===== config.mk =====
export PLATFORM = sky130hd
export DESIGN_NAME = sm4_block_cipher_flat
export DESIGN_NICKNAME = d
export VERILOG_FILES = /design/src/rtl/sm4_pkg.sv /design/src/rtl/sm4_in_if.sv /design/src/rtl/sm4_out_if.sv /design/src/rtl/sm4_block_cipher.sv /design/src/rtl/sm4_round.sv /design/src/flat_wrapper.sv
export SDC_FILE = /design/constraint.sdc
export NUM_CORES = 2
export LEC_CHECK = 0
export ABC_AREA = 1
export BUFFER_PORTS_ARGS = -buffer_cell sky130_fd_sc_hd__buf_2
export CAP_MARGIN = 20
export CORE_MARGIN = 4
export CORE_UTILIZATION = 30
export DETAILED_ROUTE_END_ITERATION = 16
export PLACE_DENSITY = 0.46
export SLEW_MARGIN = 40
export SYNTH_ARGS = -nofsm -noshare
export SYNTH_HDL_FRONTEND = slang
export SYNTH_SLANG_ARGS = --single-unit

===== constraint.sdc =====
create_clock -name clk_i -period 6.9 [get_ports clk_i]
set_input_delay 1.725 -clock clk_i [delete_from_list [all_inputs] [get_ports clk_i]]
set_output_delay 1.725 -clock clk_i [all_outputs]
set_load 0.03 [all_outputs]

===== src/rtl/sm4_pkg.sv =====
`timescale 1ns / 1ps
// shared types, constants and round functions of the sm4 block cipher
// no dependencies; imported by the round unit and the top level

package sm4_pkg;

  localparam int unsigned NumRounds = 32;
  localparam int unsigned RndW      = 5;
  localparam int unsigned NumKeyRegs = 4;

  typedef logic [31:0] word_t;

  // configuration register map, index is paddr[3:2]
  typedef enum logic [1:0] {
    REG_KEY0 = 2'd0,
    REG_KEY1 = 2'd1,
    REG_KEY2 = 2'd2,
    REG_KEY3 = 2'd3
  } cfg_reg_e;

  localparam logic [7:0] SBOX [256] = '{
    8'hd6, 8'h90, 8'he9, 8'hfe, 8'hcc, 8'he1, 8'h3d, 8'hb7,
    8'h16, 8'hb6, 8'h14, 8'hc2, 8'h28, 8'hfb, 8'h2c, 8'h05,
    8'h2b, 8'h67, 8'h9a, 8'h76, 8'h2a, 8'hbe, 8'h04, 8'hc3,
    8'haa, 8'h44, 8'h13, 8'h26, 8'h49, 8'h86, 8'h06, 8'h99,
    8'h9c, 8'h42, 8'h50, 8'hf4, 8'h91, 8'hef, 8'h98, 8'h7a,
    8'h33, 8'h54, 8'h0b, 8'h43, 8'hed, 8'hcf, 8'hac, 8'h62,
    8'he4, 8'hb3, 8'h1c, 8'ha9, 8'hc9, 8'h08, 8'he8, 8'h95,
    8'h80, 8'hdf, 8'h94, 8'hfa, 8'h75, 8'h8f, 8'h3f, 8'ha6,
    8'h47, 8'h07, 8'ha7, 8'hfc, 8'hf3, 8'h73, 8'h17, 8'hba,
    8'h83, 8'h59, 8'h3c, 8'h19, 8'he6, 8'h85, 8'h4f, 8'ha8,
    8'h68, 8'h6b, 8'h81, 8'hb2, 8'h71, 8'h64, 8'hda, 8'h8b,
    8'hf8, 8'heb, 8'h0f, 8'h4b, 8'h70, 8'h56, 8'h9d, 8'h35,
    8'h1e, 8'h24, 8'h0e, 8'h5e, 8'h63, 8'h58, 8'hd1, 8'ha2,
    8'h25, 8'h22, 8'h7c, 8'h3b, 8'h01, 8'h21, 8'h78, 8'h87,
    8'hd4, 8'h00, 8'h46, 8'h57, 8'h9f, 8'hd3, 8'h27, 8'h52,
    8'h4c, 8'h36, 8'h02, 8'he7, 8'ha0, 8'hc4, 8'hc8, 8'h9e,
    8'hea, 8'hbf, 8'h8a, 8'hd2, 8'h40, 8'hc7, 8'h38, 8'hb5,
    8'ha3, 8'hf7, 8'hf2, 8'hce, 8'hf9, 8'h61, 8'h15, 8'ha1,
    8'he0, 8'hae, 8'h5d, 8'ha4, 8'h9b, 8'h34, 8'h1a, 8'h55,
    8'had, 8'h93, 8'h32, 8'h30, 8'hf5, 8'h8c, 8'hb1, 8'he3,
    8'h1d, 8'hf6, 8'he2, 8'h2e, 8'h82, 8'h66, 8'hca, 8'h60,
    8'hc0, 8'h29, 8'h23, 8'hab, 8'h0d, 8'h53, 8'h4e, 8'h6f,
    8'hd5, 8'hdb, 8'h37, 8'h45, 8'hde, 8'hfd, 8'h8e, 8'h2f,
    8'h03, 8'hff, 8'h6a, 8'h72, 8'h6d, 8'h6c, 8'h5b, 8'h51,
    8'h8d, 8'h1b, 8'haf, 8'h92, 8'hbb, 8'hdd, 8'hbc, 8'h7f,
    8'h11, 8'hd9, 8'h5c, 8'h41, 8'h1f, 8'h10, 8'h5a, 8'hd8,
    8'h0a, 8'hc1, 8'h31, 8'h88, 8'ha5, 8'hcd, 8'h7b, 8'hbd,
    8'h2d, 8'h74, 8'hd0, 8'h12, 8'hb8, 8'he5, 8'hb4, 8'hb0,
    8'h89, 8'h69, 8'h97, 8'h4a, 8'h0c, 8'h96, 8'h77, 8'h7e,
    8'h65, 8'hb9, 8'hf1, 8'h09, 8'hc5, 8'h6e, 8'hc6, 8'h84,
    8'h18, 8'hf0, 8'h7d, 8'hec, 8'h3a, 8'hdc, 8'h4d, 8'h20,
    8'h79, 8'hee, 8'h5f, 8'h3e, 8'hd7, 8'hcb, 8'h39, 8'h48
  };

  localparam word_t FK [NumKeyRegs] = '{
    32'hA3B1BAC6, 32'h56AA3350, 32'h677D9197, 32'hB27022DC
  };

  localparam int unsigned RotA = 2;
  localparam int unsigned RotB = 10;
  localparam int unsigned RotC = 18;
  localparam int unsigned RotD = 24;
  localparam int unsigned RotK1 = 13;
  localparam int unsigned RotK2 = 23;

  function automatic word_t rotl(word_t v, int unsigned n);
    return (v << n) | (v >> (32 - n));
  endfunction

  // byte-wise s-box substitution
  function automatic word_t tau(word_t v);
    return {SBOX[v[31:24]], SBOX[v[23:16]], SBOX[v[15:8]], SBOX[v[7:0]]};
  endfunction

  function automatic word_t data_mix(word_t b);
    return b ^ rotl(b, RotA) ^ rotl(b, RotB) ^ rotl(b, RotC) ^ rotl(b, RotD);
  endfunction

  function automatic word_t key_mix(word_t b);
    return b ^ rotl(b, RotK1) ^ rotl(b, RotK2);
  endfunction

  // ck byte j of round i is (4i+j)*7 mod 256, byte 0 in the top bits
  function automatic word_t ck_word(logic [RndW-1:0] i);
    word_t      w;
    logic [7:0] idx;
    w = '0;
    for (int j = 0; j < 4; j++) begin
      idx = {1'b0, i, 2'(j)};
      w   = {w[23:0], 8'(idx * 8'd7)};
    end
    return w;
  endfunction

endpackage


===== src/rtl/sm4_in_if.sv =====
`timescale 1ns / 1ps
// input channel of the sm4 block cipher: direction bit and four block words
// no dependencies

interface sm4_in_if;
  logic        valid;
  logic        ready;
  logic        action;
  logic [31:0] block_word0;
  logic [31:0] block_word1;
  logic [31:0] block_word2;
  logic [31:0] block_word3;

  modport source (
    output valid, action, block_word0, block_word1, block_word2, block_word3,
    input  ready
  );
  modport sink (
    input  valid, action, block_word0, block_word1, block_word2, block_word3,
    output ready
  );
endinterface


===== src/rtl/sm4_out_if.sv =====
`timescale 1ns / 1ps
// output channel of the sm4 block cipher: four result words
// no dependencies

interface sm4_out_if;
  logic        valid;
  logic        ready;
  logic [31:0] result_word0;
  logic [31:0] result_word1;
  logic [31:0] result_word2;
  logic [31:0] result_word3;

  modport source (
    output valid, result_word0, result_word1, result_word2, result_word3,
    input  ready
  );
  modport sink (
    input  valid, result_word0, result_word1, result_word2, result_word3,
    output ready
  );
endinterface


===== src/rtl/sm4_block_cipher.sv =====
`timescale 1ns / 1ps
// top level of the sm4 block cipher: apb key registers, round key memory,
// sequencer and output register; depends on sm4_pkg, sm4_round and the two channel interfaces

// SM4 encryption and decryption of one 128-bit block per transaction, with the 128-bit key
// held in four apb registers at byte addresses 0, 4, 8 and 12. On acceptance of a block the
// first round key is read from the 32-entry round key memory in the accepting cycle, then the
// single round unit does one round per cycle while the next round key is read. On the last
// round the result is loaded into the output register and the sequencer returns to idle.
// A new block is taken once the previous result sits in the output register, even while it
// still waits there; if that register is still full at the last round, the finished block
// stays in the window register and no block is accepted until the output frees up. After reset,
// and after every key register write, the round keys are expanded again through the same
// round unit and written into the memory; no block is accepted while this runs.
// Decryption reads the round keys in reverse order.

module sm4_block_cipher import sm4_pkg::*; (
  input  logic        clk_i,
  input  logic        rst_ni,
  input  logic        psel,
  input  logic        penable,
  input  logic        pwrite,
  input  logic [3:0]  paddr,
  input  logic [31:0] pwdata,
  output logic [31:0] prdata,
  output logic        pready,
  sm4_in_if.sink      blk_i,
  sm4_out_if.source   res_o
);

  typedef enum logic [4:0] {
    ST_KEYLOAD = 5'b00001,
    ST_EXPAND  = 5'b00010,
    ST_IDLE    = 5'b00100,
    ST_RUN     = 5'b01000,
    ST_FLUSH   = 5'b10000
  } state_e;

  localparam logic [RndW-1:0] LastRnd = RndW'(NumRounds - 1);

  state_e          state_q, state_d;
  logic [RndW-1:0] cnt_q, cnt_d;
  logic [RndW-1:0] rnd_nxt;
  logic            dec_q, dec_d;
  word_t           win_q [4];
  word_t           win_d [4];
  word_t           win_shift [4];
  word_t           key_q [NumKeyRegs];
  word_t           rk_q;
  word_t           rk_sel;
  word_t           next_word;
  word_t           rk_mem [NumRounds];
  logic            rd_en;
  logic [RndW-1:0] rd_addr;
  logic            mem_we;
  logic            cfg_we;
  cfg_reg_e        cfg_idx;
  logic            in_ready;
  logic            accept;
  logic            out_free;
  logic            out_load;
  logic            out_valid_q, out_valid_d;
  word_t           out_q [4];
  word_t           out_d [4];
  logic            last_rnd;
  logic            key_sched;

  // configuration port
  assign pready  = 1'b1;
  assign cfg_we  = psel & penable & pwrite;
  assign cfg_idx = cfg_reg_e'(paddr[3:2]);
  assign prdata  = key_q[cfg_idx];

  always_ff @(posedge clk_i or negedge rst_ni) begin
    if (!rst_ni) begin
      for (int i = 0; i < NumKeyRegs; i++) key_q[i] <= '0;
    end else if (cfg_we) begin
      unique case (cfg_idx)
        REG_KEY0: key_q[0] <= pwdata;
        REG_KEY1: key_q[1] <= pwdata;
        REG_KEY2: key_q[2] <= pwdata;
        REG_KEY3: key_q[3] <= pwdata;
        default:  ;
      endcase
    end
  end

  // shared round unit
  assign key_sched = (state_q == ST_EXPAND);
  assign rk_sel    = key_sched ? ck_word(cnt_q) : rk_q;

  sm4_round u_round (
    .win_i       (win_q),
    .rk_i        (rk_sel),
    .key_sched_i (key_sched),
    .next_o      (next_word)
  );

  assign win_shift[0] = win_q[1];
  assign win_shift[1] = win_q[2];
  assign win_shift[2] = win_q[3];
  assign win_shift[3] = next_word;

  assign in_ready = (state_q == ST_IDLE) && !cfg_we;
  assign accept   = blk_i.valid && in_ready;
  assign out_free = !out_valid_q || res_o.ready;
  assign last_rnd = (cnt_q == LastRnd);
  assign rnd_nxt  = cnt_q + RndW'(1);

  always_comb begin
    state_d  = state_q;
    cnt_d    = cnt_q;
    dec_d    = dec_q;
    win_d    = win_q;
    rd_en    = 1'b0;
    rd_addr  = '0;
    mem_we   = 1'b0;
    out_load = 1'b0;
    unique case (state_q)
      ST_KEYLOAD: begin
        for (int i = 0; i < 4; i++) win_d[i] = key_q[i] ^ FK[i];
        cnt_d   = '0;
        state_d = ST_EXPAND;
      end
      ST_EXPAND: begin
        mem_we = 1'b1;
        win_d  = win_shift;
        cnt_d  = rnd_nxt;
        if (last_rnd) state_d = ST_IDLE;
      end
      ST_IDLE: begin
        if (accept) begin
          win_d[0] = blk_i.block_word0;
          win_d[1] = blk_i.block_word1;
          win_d[2] = blk_i.block_word2;
          win_d[3] = blk_i.block_word3;
          dec_d    = blk_i.action;
          cnt_d    = '0;
          rd_en    = 1'b1;
          // decryption starts from the last round key
          rd_addr  = blk_i.action ? LastRnd : '0;
          state_d  = ST_RUN;
        end
      end
      ST_RUN: begin
        win_d = win_shift;
        cnt_d = rnd_nxt;
        if (!last_rnd) begin
          rd_en   = 1'b1;
          rd_addr = dec_q ? ~rnd_nxt : rnd_nxt;
        end else if (out_free) begin
          out_load = 1'b1;
          state_d  = ST_IDLE;
        end else begin
          state_d = ST_FLUSH;
        end
      end
      ST_FLUSH: begin
        if (out_free) begin
          out_load = 1'b1;
          state_d  = ST_IDLE;
        end
      end
      default: state_d = ST_KEYLOAD;
    endcase
    // a key write restarts the expansion
    if (cfg_we) state_d = ST_KEYLOAD;
  end

  // result words in reverse order, from the round unit on the last round, else from win_q
  always_comb begin
    if (state_q == ST_RUN) begin
      for (int i = 0; i < 4; i++) out_d[i] = win_shift[3 - i];
    end else begin
      for (int i = 0; i < 4; i++) out_d[i] = win_q[3 - i];
    end
  end

  always_comb begin
    if (out_load) begin
      out_valid_d = 1'b1;
    end else if (res_o.ready) begin
      out_valid_d = 1'b0;
    end else begin
      out_valid_d = out_valid_q;
    end
  end

  always_ff @(posedge clk_i or negedge rst_ni) begin
    if (!rst_ni) begin
      state_q     <= ST_KEYLOAD;
      cnt_q       <= '0;
      dec_q       <= 1'b0;
      out_valid_q <= 1'b0;
    end else begin
      state_q     <= state_d;
      cnt_q       <= cnt_d;
      dec_q       <= dec_d;
      out_valid_q <= out_valid_d;
    end
  end

  always_ff @(posedge clk_i) begin
    win_q <= win_d;
    if (out_load) out_q <= out_d;
  end

  // round key memory, one write and one registered read port
  always_ff @(posedge clk_i) begin
    if (mem_we) rk_mem[cnt_q] <= next_word;
    if (rd_en) rk_q <= rk_mem[rd_addr];
  end

  assign blk_i.ready        = in_ready;
  assign res_o.valid        = out_valid_q;
  assign res_o.result_word0 = out_q[0];
  assign res_o.result_word1 = out_q[1];
  assign res_o.result_word2 = out_q[2];
  assign res_o.result_word3 = out_q[3];

  a_accept_starts_run: assert property (@(posedge clk_i) disable iff (!rst_ni)
    accept |=> state_q == ST_RUN)
    else $error("accepted block did not start its rounds");

  a_expand_ends_idle: assert property (@(posedge clk_i) disable iff (!rst_ni)
    (state_q == ST_EXPAND && last_rnd && !cfg_we) |=> state_q == ST_IDLE)
    else $error("key expansion did not finish after the last round key");

  a_result_after_rounds: assert property (@(posedge clk_i) disable iff (!rst_ni)
    $rose(out_valid_q) |-> ($past(state_q == ST_RUN && cnt_q == LastRnd)
                            || $past(state_q == ST_FLUSH)))
    else $error("result shown without a finished block");

endmodule


===== src/rtl/sm4_round.sv =====
`timescale 1ns / 1ps
// shared sm4 round unit, used both for the key schedule and for data rounds
// depends on sm4_pkg

module sm4_round import sm4_pkg::*; (
  input  word_t win_i [4],
  input  word_t rk_i,
  input  logic  key_sched_i,
  output word_t next_o
);

  word_t mixed;
  word_t subst;

  assign mixed  = win_i[1] ^ win_i[2] ^ win_i[3] ^ rk_i;
  assign subst  = tau(mixed);
  assign next_o = win_i[0] ^ (key_sched_i ? key_mix(subst) : data_mix(subst));

endmodule

===== src/flat_wrapper.sv =====
// flat-port wrapper written by rule: the top's interface ports become plain ports
module sm4_block_cipher_flat import sm4_pkg::*;
  (clk_i, rst_ni, psel, penable, pwrite, paddr, pwdata, prdata, pready, blk_i_valid, blk_i_action, blk_i_block_word0, blk_i_block_word1, blk_i_block_word2, blk_i_block_word3, blk_i_ready, res_o_valid, res_o_result_word0, res_o_result_word1, res_o_result_word2, res_o_result_word3, res_o_ready);
  sm4_in_if blk_i_i ();
  sm4_out_if res_o_i ();
  input  logic clk_i;
  input  logic rst_ni;
  input  logic psel;
  input  logic penable;
  input  logic pwrite;
  input  logic [3:0] paddr;
  input  logic [31:0] pwdata;
  output logic [31:0] prdata;
  output logic pready;
  input wire logic [$bits(blk_i_i.valid)-1:0] blk_i_valid;
  input wire logic [$bits(blk_i_i.action)-1:0] blk_i_action;
  input wire logic [$bits(blk_i_i.block_word0)-1:0] blk_i_block_word0;
  input wire logic [$bits(blk_i_i.block_word1)-1:0] blk_i_block_word1;
  input wire logic [$bits(blk_i_i.block_word2)-1:0] blk_i_block_word2;
  input wire logic [$bits(blk_i_i.block_word3)-1:0] blk_i_block_word3;
  output wire logic [$bits(blk_i_i.ready)-1:0] blk_i_ready;
  output wire logic [$bits(res_o_i.valid)-1:0] res_o_valid;
  output wire logic [$bits(res_o_i.result_word0)-1:0] res_o_result_word0;
  output wire logic [$bits(res_o_i.result_word1)-1:0] res_o_result_word1;
  output wire logic [$bits(res_o_i.result_word2)-1:0] res_o_result_word2;
  output wire logic [$bits(res_o_i.result_word3)-1:0] res_o_result_word3;
  input wire logic [$bits(res_o_i.ready)-1:0] res_o_ready;
  assign blk_i_i.valid = blk_i_valid;
  assign blk_i_i.action = blk_i_action;
  assign blk_i_i.block_word0 = blk_i_block_word0;
  assign blk_i_i.block_word1 = blk_i_block_word1;
  assign blk_i_i.block_word2 = blk_i_block_word2;
  assign blk_i_i.block_word3 = blk_i_block_word3;
  assign blk_i_ready = blk_i_i.ready;
  assign res_o_valid = res_o_i.valid;
  assign res_o_result_word0 = res_o_i.result_word0;
  assign res_o_result_word1 = res_o_i.result_word1;
  assign res_o_result_word2 = res_o_i.result_word2;
  assign res_o_result_word3 = res_o_i.result_word3;
  assign res_o_i.ready = res_o_ready;
  sm4_block_cipher u_core (.clk_i(clk_i), .rst_ni(rst_ni), .psel(psel), .penable(penable), .pwrite(pwrite), .paddr(paddr), .pwdata(pwdata), .prdata(prdata), .pready(pready), .blk_i(blk_i_i), .res_o(res_o_i));
endmodule

==> impl_results.md <==
* RSZ-0062 raised after global routing: no
* EDFF count, synth at roughly 1300
* WHS Endpoint: u_core.key_q[102]
* Setup violations, final at 0
* Ys async rst share at 0.09642
* DRT iter0 DRCs at roughly 8000
* Starting density of the core at 0.3011
* Via count at 68312
* Residual DRC at 0
* Placeable Area at 256700 µm²
* Worst slew margin at 0.3844
* Yosys top cell by area: edfxtp_1
* CP top delay family: simple AND/OR/NAND/NOR gates
* CP arrival at roughly 6.5 ns
* Die height at between 500 and 600 µm
* Vias per cell at 5.481
* Top-count cell post-synth: nand2_1
* Worst path slowest cell: nand2_2
* Worst Max-Slew Pin Slew at between 0.9 and 1 ns
* Die Area at ~270000 µm²
* Clock-pin slew on the worst setup and hold paths at about 0.06 ns
* Final hold viol count at 0
* Dpl hpwl at ~230000 µm
* All-Layer GR Usage at 0.2477
* Fin Setup TNS at 0 ns
* WP data required at 7.39 ns
* Drt wl/cell at 27.44 µm
* Hold path depth at 2
* Maximum root-to-sink buffer count at 3
* Vias in the first global route at about 64000
* Crit path buf inv count at 5
* Mapped Nets at just under 9000
* Placed Area at between 80000 and 90000 µm²
* IO Count at roughly 340
* Status: finished clean
* Warnings from Yosys at 0
* Post-Route Skew at ~0.070 ns
* Initial antenna violation count at 34
* Cell area after synthesis at 77280 µm²
* FMAX at 0.1659 GHz
* Slowest stage delay, CP at around 0.6 ns
* Reg2reg end: u_core.rk_mem[8][26]
* Die W at ~520 µm
* HP Class: flop to flop
* 1st-pass router iterations at 7
* Yosys top cell area share at 0.5098
* Tcrit/Tclk final at 0.8736
* Crit Reg-Reg Startpoint: u_core.cnt_q[1]
* I/O Buffers at 331
* Placer Congestion at 0.9727
* CTS buffer count at 160
* Layout cells sized above 1 at 0.1237
* R2R setup slack at a little under 0.9 ns
* Gate Count Post-Synth at just under 9000
* Post-CTS Repair Setup Buffers at 0
* Main synth FF type: edfxtp_1
* Row Count at around 190
* CTS Hold Bufs at 0
* Max FO, Critical Path at 32
* FF+latch count, synth at about 1500
* Yosys cell types at 53
* Kind of critical path: flop to flop
* Clk root buf: clkbuf_16
* Finished Cell Area at ~89000 µm²
* Nets at just over 9000
* Fin crit period at 6.028 ns
* Min-delay src: u_core.key_q[102]
* Worst R2R Path Depth at 25
* Grt ovf at 0
* Max-Cap Viols at 0
* Finished Core Util at 0.3478
* Post_cts resized at 0
* Largest net degree at the start of global routing at about 130
* CP Capture Type: flop
* CTS tree: built
* Clk sinks at ~1500
* Avg Cell Area, Syn at roughly 8.9 µm²
* Synth cell count leaders: nand2_1, edfxtp_1, nand3_1
* CP dominant cell by count: nand2_1
* Final hold slack at 0.5114 ns
* First-pass GRT wire length at between 400000 and 500000 µm
* Startpoint types: flop
* Top post-synthesis cells by area: edfxtp_1, nand2_1, nand3_1
* H-tree level count at 4
* Area growth from synthesis to layout at 15.53%
* Register area share after synthesis at 0.5552
* Worst-Skew Late Latency at just over 0.8 ns
* Post-detailed-route count of antenna-violating nets at 0
* DRT Wirelength at roughly 340000 µm
* Final Slew Violations at 0
[metal layers]
metal / routed length, µm / GRT usage
met5: 82 / 0.002557
met4: 15060 / 0.09998
met3: 24150 / 0.04012
met2: 157400 / 0.3968
met1: 145200 / 0.3335
[final cells by class]
type	instances	area [µm²]
fill	26368	167400
tap	3384	4234
antenna	16	40.04
sequential	1452	42900
timing repair buffer	635	4798
inverter	462	1749
multi-input combinational	6224	30530
clock inverter	70	720.7
clock buffer	220	4309
[tightest hold or removal path, stage by stage (launching register included)]
cell     delay, ns
dfrtp_1       0.36
nand2_1       0.06
o21ai_0       0.06
[registers in the layout (all words and copies together), names as in the netlist]
| signal | flops |
|---|---|
| u_core.state_q | 5 |
| u_core.rk_mem | 1024 |
| u_core.res_o.result_word2 | 32 |
| u_core.res_o.valid | 1 |
| u_core.key_q | 128 |
| u_core.dec_q | 1 |
| u_core.rk_q | 32 |
| u_core.res_o.result_word0 | 32 |
| u_core.cnt_q | 5 |
| u_core.res_o.result_word1 | 32 |
| u_core.win_q | 128 |
| u_core.res_o.result_word3 | 32 |
[cells in the final DEF (no fill, tap or decap), types with 7 or more instances in the layout]
| cell type | n |
|---|---|
| a21oi_1 | 85 |
| a22oi_1 | 128 |
| a31oi_1 | 40 |
| and2_1 | 9 |
| buf_12 | 58 |
| buf_2 | 330 |
| buf_4 | 227 |
| buf_6 | 15 |
| clkbuf_1 | 52 |
| clkbuf_16 | 160 |
| clkbuf_8 | 8 |
| clkinv_1 | 25 |
| clkinv_16 | 7 |
| clkinv_2 | 26 |
| dfrtp_1 | 139 |
| diode_2 | 16 |
| edfxtp_1 | 1312 |
| fa_1 | 7 |
| ha_1 | 52 |
| inv_1 | 412 |
| inv_2 | 45 |
| mux2_2 | 18 |
| nand2_1 | 2206 |
| nand2_2 | 111 |
| nand3_1 | 1189 |
| nand3b_1 | 15 |
| nand4_1 | 14 |
| nor2_1 | 1008 |
| nor2_2 | 10 |
| nor2_4 | 40 |
| o211ai_1 | 34 |
| o21ai_0 | 716 |
| o21ai_1 | 37 |
| o21bai_1 | 80 |
| o221ai_1 | 35 |
| o22ai_1 | 25 |
| o311ai_0 | 17 |
| o32ai_1 | 238 |
| xnor2_1 | 19 |
| xor2_1 | 37 |
[through the flow]
step                setup slack, ns  cells
floorplan                    0.1965   8671
global placement             0.9560  12148
detailed placement           0.9574  12155
CTS                          0.9373  12445
global route                 0.4577  12461
finish                       0.8724  12463
[cell families (layout without fill, tap and decap cells)]
logic type                 count (synthesis)  count (layout)  share of synthesized area
DFF                                     1452            1452                     0.5552
adders and majority gates                 59              59                    0.01023
muxes                                     19              19                   0.002914
and+or+nand+nor                         4631            4631                     0.2508
buffers and inverters                    995            1387                    0.05553
AOI/OAI and AO/OA                       1450            1450                     0.1176
xor gates and xnor gates                  64              64                   0.007739
other                                      1              17                 0.00004852
[worst max path at each step]
stage | from | end | depth (start not counted)
after floorplan | pwrite | u_core.win_q[0] | 5
after global placement | u_core.cnt_q[2] | u_core.rk_mem[31][15] | 20
after detailed placement | u_core.cnt_q[2] | u_core.rk_mem[30][15] | 20
after CTS | u_core.cnt_q[2] | u_core.rk_mem[29][15] | 20
after global routing | u_core.cnt_q[1] | u_core.rk_mem[8][26] | 24
final | u_core.cnt_q[1] | u_core.rk_mem[8][26] | 25
Power is not shown: default switching activity piles up to over one toggle a cycle in this logic, so the estimate is an artifact.
